## src/relr_pkg.sv

```systemverilog
package relr_pkg;

  localparam int unsigned WORD_W       = 64;
  localparam int unsigned BITMAP_SLOTS = 63;
  localparam int unsigned SLOT_CNT_W   = $clog2(BITMAP_SLOTS);
  localparam logic [WORD_W-1:0] WORD_BYTES = WORD_W'(8);

  typedef enum logic [1:0] {
    ST_IDLE,
    ST_ADV,
    ST_SCAN
  } relr_state_t;

endpackage

```

## src/relr_relocation_decoder_unit.sv

```systemverilog
// Decoder for compact relative relocation words, one 64-bit word per input transaction.
// Input channel in_*: tdata carries the relocation word. Bit 0 clear marks an address entry,
// bit 0 set marks a bitmap.
// Result channel out_*: tdata is the absolute address to patch, tlast marks the final result
// of one input word, and tuser flags a bitmap that arrived before any address entry.
// cfg_wr_en / cfg_wr_data load the image base; write it only while the block is idle.
// Datapath: all sums go through one 64-bit adder under a small sequencer.
//   address entry: the result is registered in the accept cycle, and the ST_ADV state
//     that follows adds 8 to form the next location.
//   orphan bitmap: gives one flagged result.
//   bitmap with anchor: the accept cycle and then one bit position per cycle while the
//     output is not stalled. Each step adds 8 to the running location, and every set bit
//     yields a result on its own step.
// A new word is accepted only when the sequencer is idle and the output register is free
// or being drained. When the receiver stalls, the scan holds on a set bit until the output
// register frees up.
// Reset clears the image base, the next location and the anchor flag, and empties the
// output register.
module relr_relocation_decoder_unit (
  input  logic                         clk,
  input  logic                         rst_n,
  input  logic                         in_tvalid,
  output logic                         in_tready,
  input  logic [relr_pkg::WORD_W-1:0]  in_tdata,    // relr_word
  output logic                         out_tvalid,
  input  logic                         out_tready,
  output logic [relr_pkg::WORD_W-1:0]  out_tdata,   // patch_address
  output logic                         out_tlast,   // last_of_word
  output logic                         out_tuser,   // orphan_bitmap
  input  logic                         cfg_wr_en,
  input  logic [relr_pkg::WORD_W-1:0]  cfg_wr_data  // image_base
);
  import relr_pkg::*;

  relr_state_t                  state_r, state_nxt;
  logic [WORD_W-1:0]            image_base_r;
  logic [WORD_W-1:0]            loc_r, loc_nxt;
  logic                         anchor_r, anchor_nxt;
  logic [BITMAP_SLOTS-1:0]      bits_r, bits_nxt;
  logic [SLOT_CNT_W-1:0]        cnt_r, cnt_nxt;
  logic                         out_valid_r, out_valid_nxt;
  logic [WORD_W-1:0]            out_addr_r, out_addr_nxt;
  logic                         out_last_r, out_last_nxt;
  logic                         out_orphan_r, out_orphan_nxt;

  logic [WORD_W-1:0]            add_a, add_b, add_sum;
  logic                         out_free;
  logic                         in_acc;
  logic                         step;

  // shared adder: image base + word when idle, location + 8 otherwise
  assign add_a   = (state_r == ST_IDLE) ? image_base_r : loc_r;
  assign add_b   = (state_r == ST_IDLE) ? in_tdata : WORD_BYTES;
  assign add_sum = add_a + add_b;

  assign out_free  = !out_valid_r || out_tready;
  assign in_tready = (state_r == ST_IDLE) && out_free;
  assign in_acc    = in_tvalid && in_tready;
  assign step      = !bits_r[0] || out_free;

  assign out_tvalid = out_valid_r;
  assign out_tdata  = out_addr_r;
  assign out_tlast  = out_last_r;
  assign out_tuser  = out_orphan_r;

  always_ff @(posedge clk) begin
    if (!rst_n) begin
      state_r      <= ST_IDLE;
      image_base_r <= '0;
      loc_r        <= '0;
      anchor_r     <= 1'b0;
      cnt_r        <= '0;
      out_valid_r  <= 1'b0;
    end else begin
      state_r     <= state_nxt;
      loc_r       <= loc_nxt;
      anchor_r    <= anchor_nxt;
      cnt_r       <= cnt_nxt;
      out_valid_r <= out_valid_nxt;
      if (cfg_wr_en) begin
        image_base_r <= cfg_wr_data;
      end
    end
  end

  always_ff @(posedge clk) begin
    bits_r       <= bits_nxt;
    out_addr_r   <= out_addr_nxt;
    out_last_r   <= out_last_nxt;
    out_orphan_r <= out_orphan_nxt;
  end

  always_comb begin
    state_nxt      = state_r;
    loc_nxt        = loc_r;
    anchor_nxt     = anchor_r;
    bits_nxt       = bits_r;
    cnt_nxt        = cnt_r;
    out_valid_nxt  = out_valid_r && !out_tready;
    out_addr_nxt   = out_addr_r;
    out_last_nxt   = out_last_r;
    out_orphan_nxt = out_orphan_r;
    unique case (state_r)
      ST_IDLE: begin
        if (in_acc) begin
          if (!in_tdata[0]) begin
            out_valid_nxt  = 1'b1;
            out_addr_nxt   = add_sum;
            out_last_nxt   = 1'b1;
            out_orphan_nxt = 1'b0;
            loc_nxt        = add_sum;
            anchor_nxt     = 1'b1;
            state_nxt      = ST_ADV;
          end else if (!anchor_r) begin
            out_valid_nxt  = 1'b1;
            out_addr_nxt   = '0;
            out_last_nxt   = 1'b1;
            out_orphan_nxt = 1'b1;
          end else begin
            bits_nxt  = in_tdata[WORD_W-1:1];
            cnt_nxt   = '0;
            state_nxt = ST_SCAN;
          end
        end
      end
      ST_ADV: begin
        loc_nxt   = add_sum;
        state_nxt = ST_IDLE;
      end
      ST_SCAN: begin
        if (step) begin
          if (bits_r[0]) begin
            out_valid_nxt  = 1'b1;
            out_addr_nxt   = loc_r;
            // last when no higher bit is left in the bitmap
            out_last_nxt   = (bits_r[BITMAP_SLOTS-1:1] == '0);
            out_orphan_nxt = 1'b0;
          end
          loc_nxt  = add_sum;
          bits_nxt = {1'b0, bits_r[BITMAP_SLOTS-1:1]};
          cnt_nxt  = cnt_r + SLOT_CNT_W'(1);
          if (cnt_r == SLOT_CNT_W'(BITMAP_SLOTS - 1)) begin
            state_nxt = ST_IDLE;
          end
        end
      end
      default: state_nxt = ST_IDLE;
    endcase
  end

  a_accept_idle: assert property (@(posedge clk) disable iff (!rst_n)
    in_acc |-> state_r == ST_IDLE)
    else $error("input accepted while sequencer busy");

  a_orphan_result: assert property (@(posedge clk) disable iff (!rst_n)
    out_valid_r && out_orphan_r |-> out_last_r && out_addr_r == '0)
    else $error("orphan result must be last with zero address");

  a_addr_entry: assert property (@(posedge clk) disable iff (!rst_n)
    in_acc && !in_tdata[0] |=> state_r == ST_ADV && anchor_r &&
      loc_r == $past(image_base_r + in_tdata))
    else $error("address entry did not set the location");

  a_scan_end: assert property (@(posedge clk) disable iff (!rst_n)
    state_r == ST_SCAN && step && cnt_r == SLOT_CNT_W'(BITMAP_SLOTS - 1)
      |=> state_r == ST_IDLE)
    else $error("bitmap scan did not finish after all slots");

  a_anchor_holds: assert property (@(posedge clk) disable iff (!rst_n)
    anchor_r |=> anchor_r)
    else $error("anchor lost without reset");

endmodule
```

## config.mk

```make
export PLATFORM = sky130hd
export DESIGN_NAME = relr_relocation_decoder_unit
export DESIGN_NICKNAME = d
export VERILOG_FILES = /design/src/relr_pkg.sv /design/src/relr_relocation_decoder_unit.sv
export SDC_FILE = /design/constraint.sdc
export NUM_CORES = 1
export LEC_CHECK = 0
export ABC_CLOCK_PERIOD_IN_PS = 3900
export BUFFER_PORTS_ARGS = -buffer_cell sky130_fd_sc_hd__buf_4
export CAP_MARGIN = 20
export CELL_PAD_IN_SITES_DETAIL_PLACEMENT = 1
export CELL_PAD_IN_SITES_GLOBAL_PLACEMENT = 1
export CORE_MARGIN = 1.5
export CORE_UTILIZATION = 40
export CTS_CLUSTER_DIAMETER = 40
export CTS_CLUSTER_SIZE = 28
export DETAILED_ROUTE_END_ITERATION = 8
export GPL_TIMING_DRIVEN = 1
export PLACE_DENSITY = 0.85
export REMOVE_ABC_BUFFERS = 1
export SLEW_MARGIN = 20
export SYNTH_ARGS = -nofsm -noshare
export SYNTH_HDL_FRONTEND = slang
export SYNTH_SLANG_ARGS = --single-unit
```

## constraint.sdc

```tcl
create_clock -name clk -period 3.9 [get_ports clk]
set_input_delay 0 -clock clk [delete_from_list [all_inputs] [get_ports clk]]
set_output_delay 0 -clock clk [all_outputs]
set_load 0.01 [all_outputs]
```

-- Word-level counts from Yosys, hierarchy flattened
Index checks and enable logic that the tools add are counted.
- add/subtract/negate cells: 2
- eq/ne operators: 12
- mux-type cells: 45
- bitwise operators: 1
- reduce and logical (&&, ||, !) cells: 17
- operators with widths (cell ; count):
    $mux 64 ; 10
    $mux 63 ; 4
    $pmux 64 s3 ; 1
    $pmux 64 s2 ; 1
    $pmux 63 s2 ; 1
    $add 64x64->64 ; 1
    $logic_not 62->1 ; 1
    $mux 6 ; 4
    $mux 1 ; 14
    $ne 2x2->1 const B ; 7
    $pmux 6 s2 ; 1
    $mux 2 ; 5
    $reduce_and 5->1 ; 2
    $reduce_and 4->1 ; 2
    $add 6x1->6 const B ; 1
    $eq 6x6->1 const B ; 1
    $ne 3x3->1 const B ; 2
    $pmux 1 s2 ; 3
    $pmux 2 s2 ; 1
    $logic_and 1x1->1 ; 3
    $logic_not 1->1 ; 3
    $reduce_and 3->1 ; 1
    $reduce_bool 3->1 ; 1
    $eq 2x1->1 const B ; 1
    5 further kinds ; 6
- register bits: 267
- logic and storage cells: 87

-- Logic depth before layout (Yosys ltp)
- depth after elaboration: 6
- depth in mapped cells: 18
- gate-level depth less buffers: 15

-- Worst setup path after synthesis
No wires, ideal clock.
- kind: register to register
- start: register state_r[0]
- end: register out_addr_r[61] (netlist: out_tdata[61]), data pin
- library setup time: 0.264 ns
- arrival time: 3.882 ns
- data required time: 3.636 ns
- path slack: -0.245 ns
- cell stages (with the launch flop): 17
- buffers on the path: 3
- period minus slack after synthesis: 4.145 ns
- cells stage by stage: dfxtp_1 clkbuf_1 nor2_1 clkbuf_1 clkbuf_1 mux2_2 ha_1 and2_4 a221oi_2 a211o_4 o21ai_4 o31a_4 a21oi_4 o311ai_2 a221oi_2 xor2_1 o21ai_1
- longest elaborated chain between the ends: 6
- elaborated cells between the ends (all ways): 8
- classes of those cells: 1 x add/sub; 1 x eq/ne; 5 x mux; 1 x reduce/logical
- RTL lines (item ; line ; source):
    start: declaration ; relr_relocation_decoder_unit.sv:35 ; relr_state_t state_r, state_nxt;
    start signal: assignment ; relr_relocation_decoder_unit.sv:75 ; state_r <= state_nxt;
    $logic_not 2->1 ; relr_relocation_decoder_unit.sv:52, relr_relocation_decoder_unit.sv:53, relr_relocation_decoder_unit.sv:103 ;
    $mux 64, on equally long branches ; relr_relocation_decoder_unit.sv:52, relr_relocation_decoder_unit.sv:53 ;
    $add 64x64->64 ; relr_relocation_decoder_unit.sv:54 ; assign add_sum = add_a + add_b;
    $mux 64 ; relr_relocation_decoder_unit.sv:106 ; if (!in_tdata[0]) begin
    $mux 64 ; relr_relocation_decoder_unit.sv:105 ; if (in_acc) begin
    $pmux 64 s2 (*) ; relr_relocation_decoder_unit.sv:103 ; unique case (state_r)
    named net out_addr_nxt[61] ; relr_relocation_decoder_unit.sv:42 ; logic [WORD_W-1:0] out_addr_r, out_addr_nxt;
    end signal: assignment ; relr_relocation_decoder_unit.sv:88 ; out_addr_r <= out_addr_nxt;
    end: declaration ; relr_relocation_decoder_unit.sv:42 ;
Mark *: on every way through the listed nets, which the timed path passes. The rest lies on a longest branch. The select of a mux whose other input is x is not followed.
A chain may end at the register's enable or synchronous reset.

-- Worst setup path after layout
- start: register state_r[1]
- end: register out_addr_r[61] (netlist: out_tdata[61]), data pin
The elaborated chain is that of the path after synthesis.

==> impl_results.md <==
- Crit Path Category: flop to flop
- Pwr Density: ~540 nW/um2
- Clock buffer depth: 3
- Die height: ~200 um
- Root buf cell: clkbuf_16
- Fin area: about 22000 um2
- Vias in the first global route: approximately 17000
- CP Launch Point: state_r[1]$_SDFFE_PN0P_
- FF-to-FF setup slack: -0.17 ns
- Clk_lat worst skew: approximately 0.6 ns
- Mux contribution to synthesized area: 0.0888
- Core ar.: 38600 um2
- Grt ovf: 0
- CTS tree: built
- Clock Sinks: 267
- Max_slew headroom: 0.361
- Num rows: roughly 70
- HPWL after detailed placement: between 40000 and 50000 um
- First drt pass iteration count: 5
- Status: complete, but fails checks
- Xor/xnor cell area share of the yosys netlist: 0.0325
- Crit start category: flop
- Fin. Hold Viols: 0
- Fillers: 4247
- FF-to-FF Start: state_r[1]$_SDFFE_PN0P_
- Max Clk Rate: roughly 0.25 GHz
- Worst R2R End: out_tdata[61]$_DFFE_PP_
- WP data required: 4.19 ns
- R2r worst-path depth: 17
- Worst Hold Class: primary input to flop
- Antenna violations before repair: 1
- Worst Setup EP: out_tdata[61]$_DFFE_PP_
- I/O pins: about 200
- Initial Utilization: 0.405
- Crit path time final: a little over 4 ns
- Synthesized netlist cell count: about 1800
- Post-Syn Area: ~16000 um2
- Worst EP arrival: 4.36 ns
- Routed len/inst: ~25 um
- Largest net degree at the start of global routing: 76
- Die X: between 200 and 250 um
- Failing checks: negative setup slack
- Worst slew pin tran: around 0.95 ns
- Setup TNS: -1.21 ns
- Synth area leader: edfxtp_1
- P&R area growth vs syn: 42.3%
- Async SR Flop Fraction: 0
- Count of different cell masters after synthesis: 74
- All-layer global routing usage: 0.312
- DRT iter0 DRCs: about 1100
- Max cap viols: 0
- Simple-gate share of the synthesized area: 0.204
- First-pass GRT wire length: just under 100000 um
- Main combinational cell family by area after synthesis: simple AND/OR/NAND/NOR gates
- Final nets: about 2400
- Fin util: 0.576
- Synth Register Bits: 267
- Final non-filler cell total: between 2000 and 3000
- Compound-cell area share of the yosys netlist: 0.164
- CTS Buf Count: between 40 and 50
- Placed cells: ~2500
- Lkg Pwr: about 0.0095 uW
- IO buf count: 200
- Worst slack at placement: -0.0802 ns
- Worst-path clk slew: roughly 0.060 ns
- Number of synthesized flops with an enable pin: ~130
- Depth of the CTS H-tree: 2
- DRC Markers: 0
- Unrepaired setup endpoints after global routing: true
- DR vias/cell: roughly 5.9
- Max rail drop VDD: around 340 uV
- Critical-path maximum fanout: 5
- Number of synthesis warnings: 0
- Part of the Yosys area used for sequential elements: 0.424
- Synthesized-area fraction occupied by adder cells: 0.0532
- Synth top area cells: edfxtp_1 25%, dfxtp_1 18%, nand2_1 8.9%
- GP Congestion: approximately 0.92
- Final Slew Violations: 0
- Final Skew: between 0.03 and 0.04 ns
- Final setup vio count: 18
- Critical path endpoint category: flop
- Most used flip-flop cell after synthesis: dfxtp_1
- Final ANT Viol Nets: 0
- Placed Area: 18400 um2
- Die footprint: slightly above 40000 um2
- Top cell type's share of synthesized area: 0.248
- Post-Syn Area per Cell: just under 9 um2
- Tcrit/Tclk final: 1.04
- Routed vias: ~16000
- Min setup slack post-route: -0.174 ns
- Final wirelength: around 69000 um
- Layout cell share with drive strength beyond 1: 0.280
worst min path at each step:
stage	start	to	slack, ns	cells past startpoint
floorplan	rst_n	anchor_r$_SDFFE_PN0P_	0.12	1
finish	cfg_wr_en	image_base_r[1]$_SDFFE_PN0P_	0.06	3
global placement	cfg_wr_data[24]	image_base_r[24]$_SDFFE_PN0P_	0.23	3
CTS	cfg_wr_en	image_base_r[2]$_SDFFE_PN0P_	0.05	3
detailed placement	cfg_wr_data[0]	image_base_r[0]$_SDFFE_PN0P_	0.25	3
global route	cfg_wr_en	image_base_r[2]$_SDFFE_PN0P_	0.09	3
layer usage:
metal | part of all wire | global-route usage | vias to the layer above | routed length [um]
li1 | - | - | 7065 | -
met1 | 0.40 | 0.389 | 7924 | 27500
met2 | 0.49 | 0.539 | 752 | 33300
met3 | 0.066 | 0.0438 | 242 | 4550
met4 | 0.049 | 0.134 | 0 | 3350
met5 | 0 | 0 | - | 0
worst max-delay path: stages, from the launching register on:
cell and delay, ns:
dfxtp_2 0.34, nor2_4 0.14, buf_12 0.14, clkbuf_16 0.16, mux2_4 0.33, ha_4 0.26
buf_6 0.14, a21oi_2 0.29, o21a_1 0.26, o211a_1 0.21, o21ai_4 0.08, o31a_4 0.39
a21oi_4 0.18, o311ai_2 0.13, buf_4 0.20, a221oi_4 0.25, xor2_1 0.18, o21ai_1 0.07
kinds of logic (layout without fill, tap and decap cells):
group | count (synthesis) | count (layout)
flip-flops | 267 | 267
multiplexers | 131 | 131
other | 0 | 2
adder cells (fa/ha/maj) | 66 | 66
buffers and inverters | 135 | 586
XOR/XNOR | 58 | 58
AND/OR/NAND/NOR | 710 | 710
AO/OA/AOI/OAI | 386 | 386
state kept, by name, summed over array words and instances, names as in the netlist:
signal,cells
out_tuser,1
loc_r,64
cnt_r,6
out_tvalid,1
anchor_r,1
out_tdata,64
state_r,2
image_base_r,64
bits_r,63
out_tlast,1
synth_stat cells, types with 10 or more instances:
| library cell | instances |
|---|---|
| mux2_2 | 62 |
| inv_1 | 22 |
| nand4_1 | 33 |
| o21ai_0 | 59 |
| or3_1 | 11 |
| buf_1 | 10 |
| nand3_1 | 25 |
| a21o_1 | 34 |
| o21bai_1 | 16 |
| nor3_1 | 13 |
| xor2_1 | 31 |
| dfxtp_1 | 138 |
| a31oi_1 | 11 |
| nor4_1 | 22 |
| edfxtp_1 | 129 |
| xnor2_1 | 27 |
| a21oi_1 | 141 |
| clkbuf_1 | 93 |
| nand2b_1 | 15 |
| and2_1 | 68 |
| o21a_1 | 10 |
| ha_1 | 65 |
| mux2i_1 | 68 |
| nor2_1 | 122 |
| a22o_1 | 45 |
| nand2_1 | 373 |
through the flow:
step / hold WS (ns) / power, uW
2_1_floorplan: 0.118 / 5700
3_3_place_gp: 0.235 / 7110
3_5_place_dp: 0.246 / 7230
4_1_cts: 0.0507 / 11500
5_1_grt: 0.0915 / 12500
6_report: 0.0639 / 12100
layout by cell type, fill, tap and decap left out, types with 34 or more instances in the layout:
cell type	instances
nand2_1	369
a22o_1	45
a21o_1	34
edfxtp_1	129
clkbuf_16	47
and2_1	65
buf_4	331
dfxtp_1	136
nor2_1	117
a21oi_1	125
mux2_2	52
o21ai_0	51
mux2i_1	67
dlygate4sd3_1	133
ha_1	37
what timing repair did:
action / CTS / global route
endpoints found under the hold margin: 146 / 0
endpoints found under the setup margin: 15 / 65
buffers inserted: 1 / 18
gates resized for setup: 8 / 130
cloned: 1 / 3
hold buffers: 133 / 0
pin swaps: 2 / 26
report_power, final:
part | leakage (uW) | internal [uW] | switching, uW
logic | 0.00637 | 1800 | 2450
clock network | 0.000747 | 2380 | 1750
registers | 0.00236 | 3440 | 264
total | 0.00948 | 7620 | 4470
area by class of cell:
type                       instances  area [um2]  area share
antenna                            2        5.00    0.000225
tap                              518         648      0.0291
clock buffer                      48        1160      0.0520
timing repair buffer             483        4130       0.186
clock inverter                    33         383      0.0172
sequential                       267        6640       0.298
inverter                          22        85.1     0.00382
multi-input combinational       1351        9220       0.414
Note: power is estimated with default switching activity, not from simulation.
